`src/rtl/swmm_pkg.sv`:
```
`timescale 1ns / 1ps
package swmm_pkg;

  localparam int DEPTH      = 256;
  localparam int ADDR_W     = $clog2(DEPTH);
  localparam int CNT_W      = ADDR_W + 1;
  localparam int SAMPLE_W   = 16;
  localparam int TOTAL_W    = SAMPLE_W + CNT_W;
  localparam int DIV_CNT_W  = $clog2(TOTAL_W + 1);
  localparam int CFG_ADDR_W = 2;
  localparam int CFG_DATA_W = 32;

  localparam logic [CNT_W-1:0] WINDOW_LEN_RESET = CNT_W'(DEPTH);

  typedef enum logic [2:0] {
    S_IDLE,
    S_READ,
    S_UPDATE,
    S_START,
    S_WAIT,
    S_OUT
  } ctrl_state_t;

  typedef struct packed {
    logic latch;
    logic update;
    logic start;
    logic load_out;
  } ctrl_cmd_t;

  typedef struct packed {
    logic work_done;
    logic out_free;
  } ctrl_status_t;

endpackage

```
`src/rtl/swmm_ctrl.sv`:
```
`timescale 1ns / 1ps
module swmm_ctrl (
  input  logic                   clk,
  input  logic                   rst,
  input  logic                   in_valid,
  output logic                   in_stall,
  input  swmm_pkg::ctrl_status_t status,
  output swmm_pkg::ctrl_cmd_t    cmd
);
  import swmm_pkg::*;

  ctrl_state_t state;
  ctrl_state_t state_next;

  always_ff @(posedge clk) begin
    if (rst) begin
      state <= S_IDLE;
    end else begin
      state <= state_next;
    end
  end

  always_comb begin
    state_next = state;
    case (state)
      S_IDLE: begin
        if (in_valid) state_next = S_READ;
      end
      S_READ:   state_next = S_UPDATE;
      S_UPDATE: state_next = S_START;
      S_START:  state_next = S_WAIT;
      S_WAIT: begin
        if (status.work_done) state_next = S_OUT;
      end
      S_OUT: begin
        if (status.out_free) state_next = S_IDLE;
      end
      default:  state_next = S_IDLE;
    endcase
  end

  always_comb begin
    cmd      = '0;
    in_stall = 1'b1;
    case (state)
      S_IDLE: begin
        in_stall  = 1'b0;
        cmd.latch = in_valid;
      end
      S_UPDATE: cmd.update = 1'b1;
      S_START:  cmd.start  = 1'b1;
      S_OUT:    cmd.load_out = status.out_free;
      default: begin
        cmd      = '0;
        in_stall = 1'b1;
      end
    endcase
  end

endmodule

```
`config.mk`:
```
export PLATFORM = sky130hd
export DESIGN_NAME = swmm_ctrl
export DESIGN_NICKNAME = d
export VERILOG_FILES = /design/src/rtl/swmm_pkg.sv /design/src/rtl/swmm_ctrl.sv
export SDC_FILE = /design/constraint.sdc
export NUM_CORES = 1
export LEC_CHECK = 0
export BUFFER_PORTS_ARGS = -buffer_cell sky130_fd_sc_hd__clkbuf_2
export CAP_MARGIN = 30
export CELL_PAD_IN_SITES_DETAIL_PLACEMENT = 2
export CELL_PAD_IN_SITES_GLOBAL_PLACEMENT = 2
export CORE_AREA = 10 10 47 49
export CTS_CLUSTER_SIZE = 28
export DETAILED_ROUTE_END_ITERATION = 10
export DIE_AREA = 0 0 57 59
export PLACE_DENSITY_LB_ADDON = 0.1
export SLEW_MARGIN = 20
export SYNTH_ARGS = -nofsm -noshare
export SYNTH_HDL_FRONTEND = slang
export SYNTH_SLANG_ARGS = --single-unit
```
`constraint.sdc`:
```
create_clock -name clk -period 1 [get_ports clk]
set_input_delay 0.05 -clock clk [delete_from_list [all_inputs] [get_ports clk]]
set_output_delay 0.05 -clock clk [all_outputs]
set_load 0.1 [all_outputs]
```
==> impl_metrics.ini <==
[finish]
largestRegisters = state x3
top_register = state
seqCellArea_um2 = 66.3
syn2layout_area_growth_pct = 152
layout.cells.non_filler = 62
stdcell_area_um2 = 469
antenna_cells = 0
largest_reg_flops = 3
fillCellCount = 170
multiInputGateArea_um2 = 144
layout-drive-gt1-share_pct = 71.7
final_nets = 52

[sta]
whs_ns = 0.123
fin_skew_ns = 0.00293
setup_violations = 7
finalHoldViolCount = 0
drv_slew = 0
rsz0062_at_grt = yes
max_freq_ghz = 0.753
fin_setup_tns_ns = -1.48
finalCriticalPeriod_ns = 1.33
worstMarginPinSlew_ns = 0.183
fin_crit_sh_pct = 133
fin_ws_ns = -0.329
maxSlewHeadroom_pct = 87.8

[global_routing]
grt_overflow_total = 0
grt_pass1_vias = 284
grt_use_total_pct = 5.01
antenna_found_initial = 0
grt_max_degree = 6
grt_pass1_wl_um = 1220

[power]
powerDensity_nw_per_um2 = 1770
p_int_mw = 0.480
cellLeakagePower_nw = 0.198
p_sw_share_pct = 42.3
power_frac_comb_pct = 54.8
power.switching_mw = 0.352
seqPwrFrac_pct = 18.3
p_clk_share_pct = 27.0
ir_drop_v = 0.000521

[run]
maxCapViolations = 0

[yosys]
synthesis.instances = 24
synth.largest_area_cell = dfxtp_1
synth_seq_cells = 3
syn_area_um2 = 186
synthAdderAreaFrac_pct = 0
yosysUniqueCellTypes = 16
ys_seq_area_share_pct = 32.2
avgSynthCellArea_um2 = 7.77
synth_top_family_by_area = simple AND/OR/NAND/NOR gates
synth.top_cells.by_area = dfxtp_1, and2b_1, nor2b_1, buf_6, nand2_1
post_synth_xor_area_fraction_pct = 4.70
synthSimpleGateAreaFrac_pct = 42.3
synth-compound-area-share_pct = 10.7
synth_mux_area_share_pct = 0
synth_top_area_share_pct = 32.2
yosysWarningCount = 0
syn_nets = 29

[cts]
cts_made_buffers = 3
htree_levels = 1
cts-root-buf = clkbuf_4
clock_latency_ns = 0.24
cts_tree = yes
clkTransAtPathRegs_ns = 0.04
cts.sinks = 3
cts.path.max_buffers = 2

[critical_path]
r2r_slack_ns = -0.14
timing.rr.end = state[0]
worstSetupPathType = reg -> out
cp-start-kind = register
worst_path_max_delay_cell = or3_4
crit_arrival_ns = 1.28
r2r_start = state[2]
end_kind = output port
path_max_fanout = 3
critPathRequiredTime_ns = 0.95
crit_chain = or3_4, nor2_4, buf_12
worstRegToRegCells = 6
cpPeakStageDelay_ns = 0.42

[worst_hold_path]
hold_path_depth = 3
min_from = in_valid
hold_end = state[0]
hold_path.class = in -> reg

[route]
drc = 0
drtIter0Drc = 0
wl_per_cell_um = 11.4
first_pass_iters = 1
vias = 246
vias_per_cell = 3.97
ant_nets = 0
routed_wl_um = 704

[floorplanning]
start_util_pct = 13.3
fp-row-count = 14
die_x_um = 57
dieArea_um2 = 3360
ios = 10
core-area_um2 = 1400
die_h_um = 59

[placed_design]
routabilityCongestion = 0.668
post-place-ws_ns = -0.0794
placed_cell_area_um2 = 389
dpl.hpwl_um = 620
post-place-cells = 54
numPortBuffers = 9

[run_status]
violations = setup timing
status = finished, violations left
[critical path, delay by kind of cell (launching register included)]
kind	cells	cell delay [ns]
buffers and inverters	1	0.18
DFF	1	0.33
and+or+nand+nor	2	0.53
[power by group through the flow]
| stage | clock (mW) | sequential [mW] | combinational [mW] |
|---|---|---|---|
| 5_1_grt | 0.243 | 0.154 | 0.477 |
| 3_3_place_gp | 0 | 0.149 | 0.432 |
| 6_report | 0.224 | 0.152 | 0.456 |
| 2_1_floorplan | 0 | 0.148 | 0.276 |
| 3_5_place_dp | 0 | 0.151 | 0.438 |
| 4_1_cts | 0.234 | 0.152 | 0.458 |
[area by class of cell]
type	count	share of cell area, %
Timing Repair Buffer	19	42.9
Multi-Input combinational cell	18	30.7
Sequential cell	3	14.1
Clock buffer	4	5.60
Tap cell	16	4.27
Inverter	2	2.40
[routing by layer]
layer	GRT usage, %	wire [um]	up-vias
met5	0	0	-
met4	7.05	27	0
met3	2.58	63	2
met2	7.29	353	10
met1	4.26	260	113
li1	-	-	121
[kinds of logic after synthesis]
| family | after synthesis |
|---|---|
| xor gates and xnor gates | 1 |
| DFF | 3 |
| and+or+nand+nor | 13 |
| buffers and inverters | 3 |
| AOI/OAI and AO/OA | 4 |
[cell usage after synthesis (all sizes together)]
library cell,instances
and2b,2
xnor2,1
nand2,3
nor2,2
a21oi,2
o21ai,2
nor2b,2
nor3,1
buf,1
or3,1
dfxtp,3
or2,1
nor3b,1
inv,2
[cells in the final DEF (no fill, tap or decap), types with 2 or more instances in the layout]
cell	netlist	routed
buf_4	0	8
buf_12	0	5
clkbuf_2	0	4
clkbuf_4	0	3
nand2_1	3	2
and2b_1	2	2
dfxtp_2	0	2
[how the worst max path moves through the flow]
stage | startpoint | to | slack [ns] | cells after the start
2_1_floorplan | state[0] | cmd[3] | -0.48 | 3
3_3_place_gp | state[2] | cmd[3] | -0.06 | 3
3_5_place_dp | state[2] | cmd[3] | -0.08 | 3
4_1_cts | state[2] | cmd[3] | -0.34 | 3
5_1_grt | state[2] | cmd[3] | -0.36 | 3
6_report | state[2] | cmd[3] | -0.33 | 3
[stage by stage]
step / utilization (%) / total power, mW
after floorplan: - / 0.424
after global placement: 27.8 / 0.581
after detailed placement: 27.8 / 0.589
after CTS: 32.5 / 0.845
after global routing: 33.5 / 0.874
final: 33.5 / 0.832
[timing repair]
| item | CTS | global route |
|---|---|---|
| buffers inserted | 2 | 1 |
| endpoints found under the setup margin | 6 | 7 |
| gates resized for setup | 6 | 2 |
| pin swaps | 4 | 0 |
| hold endpoints to repair | 1 | 0 |
| cloned | 0 | 0 |
| hold buffers | 1 | 0 |
(Power assumes the default switching activity.)
